==> src/hw/rtl/stpm_pkg.sv <==
`timescale 1ns / 1ps

package stpm_pkg;

  // pulse sequencer phases, one-hot
  typedef enum logic [8:0] {
    PH_IDLE     = 9'b000000001,
    PH_START    = 9'b000000010,
    PH_SET_ON   = 9'b000000100,
    PH_WAIT_ON  = 9'b000001000,
    PH_SET_OFF  = 9'b000010000,
    PH_WAIT_OFF = 9'b000100000,
    PH_CHECK    = 9'b001000000,
    PH_ERROR    = 9'b010000000,
    PH_DONE     = 9'b100000000
  } phase_t;

  // reported status codes
  typedef enum logic [2:0] {
    ST_NONE     = 3'd0,
    ST_DONE     = 3'd1,
    ST_ROT_ERR  = 3'd2,
    ST_BUSY     = 3'd3,
    ST_NOT_INIT = 3'd4
  } status_t;

  // configuration register indexes
  localparam logic [1:0] REG_START_PERIOD  = 2'd0;
  localparam logic [1:0] REG_TARGET_PERIOD = 2'd1;
  localparam logic [1:0] REG_MAX_ERROR     = 2'd2;
  localparam logic [1:0] REG_AXIS_READY    = 2'd3;

  // configuration reset values
  localparam logic [15:0] START_PERIOD_RST  = 16'd10;
  localparam logic [15:0] TARGET_PERIOD_RST = 16'd30;
  localparam logic [15:0] MAX_ERROR_RST     = 16'd10;

  typedef struct packed {
    logic [15:0] start_period;
    logic [15:0] target_period;
    logic [15:0] max_error;
    logic        axis_ready;
  } cfg_t;

  typedef struct packed {
    logic        step_pin;
    logic        dir_pin;
    logic        busy_res;
    status_t     status;
    logic [15:0] steps_remaining;
  } res_t;

endpackage

==> src/hw/rtl/stpm_fcheck.sv <==
`timescale 1ns / 1ps

module stpm_fcheck #(
  parameter int COORD_BITS = 16
) (
  input  logic [15:0] origin_coord,
  input  logic [15:0] encoder_count,
  input  logic        direction,
  input  logic [15:0] pulses_issued,
  input  logic [15:0] max_error,
  output logic        rot_err
);

  localparam int SUM_W = ((COORD_BITS > 16) ? COORD_BITS : 16) + 1;

  logic [31:0]           diff;
  logic [COORD_BITS-1:0] travel;
  logic [SUM_W-1:0]      limit;

  // encoder travel since origin, plus one, wrapped to the coordinate width
  always_comb begin
    if (direction) begin
      diff = {16'd0, origin_coord} - {16'd0, encoder_count} + 32'd1;
    end else begin
      diff = {16'd0, encoder_count} - {16'd0, origin_coord} + 32'd1;
    end
  end

  assign travel = diff[COORD_BITS-1:0];

  // more pulses than travel plus allowance is a following error
  assign limit   = SUM_W'(travel) + SUM_W'(max_error);
  assign rot_err = SUM_W'(pulses_issued) > limit;

endmodule

==> src/hw/rtl/stpm_core.sv <==
`timescale 1ns / 1ps

module stpm_core
  import stpm_pkg::*;
#(
  parameter int ACCEL_EVERY = 5,
  parameter int OFF_TICKS   = 3,
  parameter int COORD_BITS  = 16
) (
  input  logic        clk,
  input  logic        rst,
  input  logic        fire,
  input  cfg_t        cfg,
  input  logic        kind,
  input  logic [15:0] target_coord,
  input  logic [15:0] encoder_count,
  output res_t        res
);

  localparam int ACW = $clog2(ACCEL_EVERY + 1);

  phase_t         phase, phase_next;
  logic [15:0]    pulse_timer, pulse_timer_next;
  logic [15:0]    steps_left, steps_left_next;
  logic [15:0]    pulses_issued, pulses_issued_next;
  logic [15:0]    current_period, current_period_next;
  logic [15:0]    origin_coord, origin_coord_next;
  logic           direction, direction_next;
  logic           busy_flag, busy_flag_next;
  logic           step_level, step_level_next;
  logic [ACW-1:0] accel_cnt, accel_cnt_next;
  status_t        status;

  logic [15:0]    timer_dec;
  logic [ACW-1:0] accel_inc;
  logic           rot_err;

  // following-error compare for the check phase
  stpm_fcheck #(
    .COORD_BITS(COORD_BITS)
  ) u_fcheck (
    .origin_coord (origin_coord),
    .encoder_count(encoder_count),
    .direction    (direction),
    .pulses_issued(pulses_issued),
    .max_error    (cfg.max_error),
    .rot_err      (rot_err)
  );

  assign timer_dec = (pulse_timer != 16'd0) ? pulse_timer - 16'd1 : pulse_timer;
  assign accel_inc = accel_cnt + ACW'(1);

  // next state for one transaction
  always_comb begin
    phase_next          = phase;
    pulse_timer_next    = pulse_timer;
    steps_left_next     = steps_left;
    pulses_issued_next  = pulses_issued;
    current_period_next = current_period;
    origin_coord_next   = origin_coord;
    direction_next      = direction;
    busy_flag_next      = busy_flag;
    step_level_next     = step_level;
    accel_cnt_next      = accel_cnt;
    status              = ST_NONE;

    if (kind) begin
      // move command
      if (!cfg.axis_ready) begin
        status = ST_NOT_INIT;
      end else if (busy_flag) begin
        status = ST_BUSY;
      end else begin
        origin_coord_next = encoder_count;
        if (target_coord != encoder_count) begin
          if (target_coord > encoder_count) begin
            direction_next  = 1'b0;
            steps_left_next = target_coord - encoder_count;
          end else begin
            direction_next  = 1'b1;
            steps_left_next = encoder_count - target_coord;
          end
          current_period_next = cfg.start_period;
          phase_next          = PH_START;
        end
      end
    end else begin
      // time tick: timer counts down, then the sequencer takes one step
      pulse_timer_next = timer_dec;
      case (phase)
        PH_START: begin
          if (steps_left != 16'd0) begin
            busy_flag_next = 1'b1;
            phase_next     = PH_SET_ON;
          end else begin
            phase_next = PH_DONE;
          end
        end
        PH_SET_ON: begin
          pulse_timer_next   = current_period;
          step_level_next    = 1'b1;
          pulses_issued_next = pulses_issued + 16'd1;
          if (steps_left != 16'd0) begin
            steps_left_next = steps_left - 16'd1;
          end
          // accel_cnt tracks the issued pulse count modulo the ramp interval
          if (accel_inc == ACW'(ACCEL_EVERY)) begin
            accel_cnt_next = '0;
            if (current_period > cfg.target_period) begin
              current_period_next = current_period - 16'd1;
            end
          end else begin
            accel_cnt_next = accel_inc;
          end
          phase_next = PH_WAIT_ON;
        end
        PH_WAIT_ON: begin
          if (timer_dec == 16'd0) begin
            phase_next = PH_SET_OFF;
          end
        end
        PH_SET_OFF: begin
          pulse_timer_next = 16'(OFF_TICKS);
          step_level_next  = 1'b0;
          phase_next       = PH_WAIT_OFF;
        end
        PH_WAIT_OFF: begin
          if (timer_dec == 16'd0) begin
            phase_next = PH_CHECK;
          end
        end
        PH_CHECK: begin
          phase_next = rot_err ? PH_ERROR : PH_START;
        end
        PH_ERROR: begin
          status = ST_ROT_ERR;
        end
        PH_DONE: begin
          status             = ST_DONE;
          steps_left_next    = 16'd0;
          pulses_issued_next = 16'd0;
          accel_cnt_next     = '0;
          busy_flag_next     = 1'b0;
        end
        default: begin
        end
      endcase
    end
  end

  // state registers
  always_ff @(posedge clk) begin
    if (rst) begin
      phase          <= PH_IDLE;
      pulse_timer    <= 16'd0;
      steps_left     <= 16'd0;
      pulses_issued  <= 16'd0;
      current_period <= 16'd0;
      origin_coord   <= 16'd0;
      direction      <= 1'b0;
      busy_flag      <= 1'b0;
      step_level     <= 1'b0;
      accel_cnt      <= '0;
    end else if (fire) begin
      phase          <= phase_next;
      pulse_timer    <= pulse_timer_next;
      steps_left     <= steps_left_next;
      pulses_issued  <= pulses_issued_next;
      current_period <= current_period_next;
      origin_coord   <= origin_coord_next;
      direction      <= direction_next;
      busy_flag      <= busy_flag_next;
      step_level     <= step_level_next;
      accel_cnt      <= accel_cnt_next;
    end
  end

  // result of this transaction
  assign res.step_pin        = step_level_next;
  assign res.dir_pin         = direction_next;
  assign res.busy_res        = busy_flag_next;
  assign res.status          = status;
  assign res.steps_remaining = steps_left_next;

endmodule

==> src/hw/rtl/stepper_move_with_following_check.sv <==
`timescale 1ns / 1ps

// One-axis stepper pulse generator with a period ramp and a following-error
// check against the encoder. Every input transaction is either a time tick or
// a move command, and each gives exactly one result transaction. The block
// takes one transaction per clock cycle while results are taken; a result is
// offered once its transaction has passed the input register and then the
// result register, and the axis state moves on as the transaction passes from
// one to the other. A full result register that is not taken holds the input
// register, after which in_ready drops. Configuration is written through
// cfg_wr_en / cfg_index / cfg_data and should only change while no transaction
// is in flight.
module stepper_move_with_following_check
  import stpm_pkg::*;
#(
  parameter int ACCEL_EVERY = 5,
  parameter int OFF_TICKS   = 3,
  parameter int COORD_BITS  = 16
) (
  input  logic        clk,
  input  logic        rst,
  input  logic        cfg_wr_en,
  input  logic [1:0]  cfg_index,
  input  logic [15:0] cfg_data,
  input  logic        in_valid,
  output logic        in_ready,
  input  logic        kind,
  input  logic [15:0] target_coord,
  input  logic [15:0] encoder_count,
  output logic        out_valid,
  input  logic        out_ready,
  output logic        step_pin,
  output logic        dir_pin,
  output logic        busy_res,
  output logic [2:0]  status,
  output logic [15:0] steps_remaining
);

  cfg_t        cfg;
  logic        s1_valid;
  logic        s1_kind;
  logic [15:0] s1_target;
  logic [15:0] s1_enc;
  logic        advance;
  res_t        core_res;
  res_t        res_q;

  // configuration registers
  always_ff @(posedge clk) begin
    if (rst) begin
      cfg.start_period  <= START_PERIOD_RST;
      cfg.target_period <= TARGET_PERIOD_RST;
      cfg.max_error     <= MAX_ERROR_RST;
      cfg.axis_ready    <= 1'b0;
    end else if (cfg_wr_en) begin
      case (cfg_index)
        REG_START_PERIOD:  cfg.start_period  <= cfg_data;
        REG_TARGET_PERIOD: cfg.target_period <= cfg_data;
        REG_MAX_ERROR:     cfg.max_error     <= cfg_data;
        REG_AXIS_READY:    cfg.axis_ready    <= cfg_data[0];
        default: begin
        end
      endcase
    end
  end

  // handshake between input register and result register
  assign advance  = s1_valid && (!out_valid || out_ready);
  assign in_ready = !s1_valid || advance;

  // input register
  always_ff @(posedge clk) begin
    if (rst) begin
      s1_valid <= 1'b0;
    end else if (in_ready) begin
      s1_valid <= in_valid;
    end
  end

  always_ff @(posedge clk) begin
    if (in_valid && in_ready) begin
      s1_kind   <= kind;
      s1_target <= target_coord;
      s1_enc    <= encoder_count;
    end
  end

  stpm_core #(
    .ACCEL_EVERY(ACCEL_EVERY),
    .OFF_TICKS  (OFF_TICKS),
    .COORD_BITS (COORD_BITS)
  ) u_core (
    .clk          (clk),
    .rst          (rst),
    .fire         (advance),
    .cfg          (cfg),
    .kind         (s1_kind),
    .target_coord (s1_target),
    .encoder_count(s1_enc),
    .res          (core_res)
  );

  // result register
  always_ff @(posedge clk) begin
    if (rst) begin
      out_valid <= 1'b0;
    end else if (advance) begin
      out_valid <= 1'b1;
    end else if (out_ready) begin
      out_valid <= 1'b0;
    end
  end

  always_ff @(posedge clk) begin
    if (advance) begin
      res_q <= core_res;
    end
  end

  assign step_pin        = res_q.step_pin;
  assign dir_pin         = res_q.dir_pin;
  assign busy_res        = res_q.busy_res;
  assign status          = res_q.status;
  assign steps_remaining = res_q.steps_remaining;

endmodule

==> config.mk <==
export PLATFORM = sky130hd
export DESIGN_NAME = stepper_move_with_following_check
export DESIGN_NICKNAME = d
export VERILOG_FILES = /design/src/hw/rtl/stpm_pkg.sv /design/src/hw/rtl/stpm_fcheck.sv /design/src/hw/rtl/stpm_core.sv /design/src/hw/rtl/stepper_move_with_following_check.sv
export SDC_FILE = /design/constraint.sdc
export NUM_CORES = 1
export LEC_CHECK = 0
export CAP_MARGIN = 20
export CORE_MARGIN = 1
export CORE_UTILIZATION = 59
export DETAILED_ROUTE_END_ITERATION = 12
export DONT_BUFFER_PORTS = 1
export PLACE_DENSITY = 0.78
export SYNTH_ARGS = -nofsm -noshare
export SYNTH_HDL_FRONTEND = slang
export SYNTH_SLANG_ARGS = --single-unit
export TNS_END_PERCENT = 100
==> constraint.sdc <==
create_clock -name clk -period 5.5 [get_ports clk]
set_input_delay 1.1 -clock clk [delete_from_list [all_inputs] [get_ports clk]]
set_output_delay 1.1 -clock clk [all_outputs]
set_load 0.05 [all_outputs]
==> impl_results.md <==
* Status: finished with violations
* Failing checks: setup timing
* Clock skew at 0.0214 ns
* Reg clk slew, reported paths at 0.07 ns
* PD cells at 290 nW/µm²
* Largest net degree at the start of global routing at 114
* Area Overhead vs Synth at 11.3%
* Residual DRC count at 0
* Synth Cell Area at 13700 µm²
* Critical path peak fanout at 3
* CTS H-Tree Depth at 1
* Cell family with most CP delay: compound AO/OA/AOI/OAI gates
* Pre-CTS setup slack at -0.296 ns
* Sequential element share of the synthesized area at 33.5%
* Setup TNS at -0.0148 ns
* Hold Slack at 0.454 ns
* Initial antenna violation count at 3
* CP dominant cell by count: o21a_1
* Die H at 154 µm
* RR Startpoint: s1_enc[3]
* Crit path launch: s1_enc[3]
* Ys flop type: dfxtp_1
* Required @ worst endpoint at 5.96 ns
* Vias per inst at 6.23
* FFs w/ async S/R, synth at 0%
* Syn Nets at 1899
* Critical Path Source Type: flop
* Worst path max stage delay at 0.53 ns
* MaxCap Viol Count at 0
* Router iterations before antenna repair at 6
* DR iter-0 viols at 1146
* Final hold vios at 0
* CP endpoint kind: flop
* Clk Latency, worst-skew pair at 0.54 ns
* Total core area at 22600 µm²
* CTS Buffer Depth at 3
* Total Routed Length at 36.4 mm
* Worst Hold Class: flop to flop
* Cts hold-fix bufs at 0
* Highest ir drop seen on vdd at 0.180 mV
* Clock sinks at 201
* Fin. max-slew vios at 0
* GP Congestion at 0.911
* Period minus WS final at 5.51 ns
* Yosys cell types at 75
* Post-synthesis register bit count at 201
* DR WL/cell at 18.3 µm
* Remaining antenna violation count at 0
* Setup ws final at -0.0148 ns
* EDFF count, synth at 55
* Period utilisation layout at 100%
* Initial Util at 60.3%
* Slew Limit Headroom at 38.3%
* Root Buffer: clkbuf_16
* Die Wd at 154 µm
* Slowest cell on crit path: or4b_4
* Final setup viols at 1
* Yosys warning count at 0
* Top Ports at 80
* Hold Startpoint: cfg[26]
* Via count at 12415
* Die footprint at 23800 µm²
* WP buf/inv at 1
* Average instance area after synthesis at 8.07 µm²
* DP HPWL at 25.9 mm
* GRT Total Usage at 29.9%
* Share of layout cells above drive strength 1 at 8.63%
* GR Overflow Total at 0
* # port buffers at 0
* Nets at 1893
* Number of global-route vias before repair at 11304
* Total CTS buffers at 23
* Tightest Pin Transition at 0.925 ns
* Mapped Cells at 1693
* Worst Path Class, Setup: flop to flop
* # rows at 55
* Pleak at 6.22 nW
* CTS tree: done
* Fmax achieved at 181 MHz
* Global-route wire length before repair at 57.8 mm
* RSZ-0062 raised after global routing: true
* WP data arrival at 5.98 ns
[path summary, 6_finish.rpt]
path / endpoint / slack (ns) / depth (start not counted)
max: u_core.phase[7] / -0.01 / 28
min: cfg[26] / 0.45 / 2
max reg2reg: u_core.phase[7] / -0.01 / 28
min reg2reg: cfg[26] / 0.45 / 2
[synth_stat cells, drive strengths merged, types with 5 or more instances]
library cell  number  area (µm²)
nand4             25         156
a221oi            11        96.3
xnor2             33         289
nor3b              5        37.5
nor4              15        93.8
o31ai              6        45.0
o21a              17         128
o211a              5        50.1
xor2              37         324
dfxtp            146        2920
or2                8        50.1
or3               23         144
a31oi             13        81.3
and3              12        75.1
a22oi              8        60.1
mux2               5        56.3
nor4b              5        73.8
nand2b            15        93.8
and2               7        43.8
nand3             28         140
edfxtp            55        1650
o21ai            112         561
mux2i             23         230
a211oi             6        45.0
nand2            236         886
inv              104         390
nor3              54         270
ha               147        1840
a21oi            177         886
nor2b             18         113
o211ai            12        90.1
clkbuf            75         282
a21o              25         188
o21bai             7        52.6
a21boi             5        37.5
nor2             146         551
[final cells by class]
type / instances / area, µm²
timing repair buffer: 47 / 364
multi-input combinational: 1309 / 8610
inverter: 105 / 397
tap: 285 / 357
clock inverter: 15 / 292
sequential: 201 / 4570
antenna: 3 / 7.51
clock buffer: 27 / 601
fill: 1849 / 7440
[cell families after synthesis]
logic type	after synthesis	share of synthesized area (%)
simple gates	613	21.0
fa+ha+maj	152	14.1
mux	28	2.10
buf+inv	183	5.07
flops	201	33.5
compound gates	446	19.8
xor+xnor	70	4.49
[per-stage QoR]
stage          area, µm²  util, %  power [mW]  std cells
2_1_floorplan      13700        -        2.37       1693
3_3_place_gp       14000     61.9        2.55       1938
3_5_place_dp       14000     61.9        2.57       1939
4_1_cts            14900     65.9        4.37       1981
5_1_grt            15200     67.1        4.58       1992
6_report           15200     67.1        4.40       1992
[power by group]
group | switching [mW] | internal, mW | total [mW] | leakage (nW)
clock | 0.672 | 1.13 | 1.80 | 0.428
combinational | 0.540 | 0.402 | 0.942 | 4.07
sequential | 0.0811 | 1.58 | 1.66 | 1.72
total | 1.29 | 3.11 | 4.40 | 6.22
[per-layer routing]
metal | vias up | GRT usage [%] | wire length [µm]
li1 | 5990 | - | -
met4 | 0 | 11.2 | 958
met5 | - | 0 | 0
met3 | 79 | 3.24 | 2440
met2 | 457 | 47.7 | 16800
met1 | 5889 | 41.6 | 16200
[timing repair]
| item | CTS | global route |
|---|---|---|
| pin swaps | 0 | 31 |
| buffers inserted | 0 | 6 |
| endpoints found under the setup margin | 2 | 2 |
| resized for setup | 7 | 49 |
[worst min-delay path: cells and delay by family (launching register included)]
family | cells | cell delay (ns)
AND/OR/NAND/NOR | 1 | 0.05
flip-flops | 1 | 0.30
AO/OA/AOI/OAI | 1 | 0.05
[layout by cell type, fill, tap and decap left out, types with 7 or more instances in the layout]
cell,Yosys,final
a21o_1,25,25
a21oi_1,177,170
a21oi_2,0,7
a221oi_1,11,11
a22oi_1,8,8
a31oi_1,13,12
and3_1,12,12
buf_4,1,44
bufinv_16,0,7
clkbuf_16,0,23
dfxtp_1,146,146
edfxtp_1,55,55
ha_1,147,138
ha_4,0,7
inv_1,104,101
mux2i_1,23,23
nand2_1,236,236
nand2b_1,15,15
nand3_1,28,28
nand4_1,25,25
nor2_1,145,145
nor2b_1,18,17
nor3_1,54,51
nor4_1,15,15
o211ai_1,12,12
o21a_1,17,17
o21ai_0,111,102
or2_2,8,8
or3_1,23,23
xnor2_1,33,32
xor2_1,37,37
[sequential cells by signal, summed over array words and instances, names as in the netlist, 3 cells and up]
| signal | cells |
|---|---|
| cfg | 49 |
| s1_enc | 16 |
| s1_target | 16 |
| steps_remaining | 16 |
| u_core.current_period | 16 |
| u_core.origin_coord | 16 |
| u_core.pulse_timer | 16 |
| u_core.pulses_issued | 16 |
| u_core.steps_left | 16 |
| u_core.phase | 9 |
| status | 3 |
| u_core.accel_cnt | 3 |
Power figures use the tool's default switching activity.
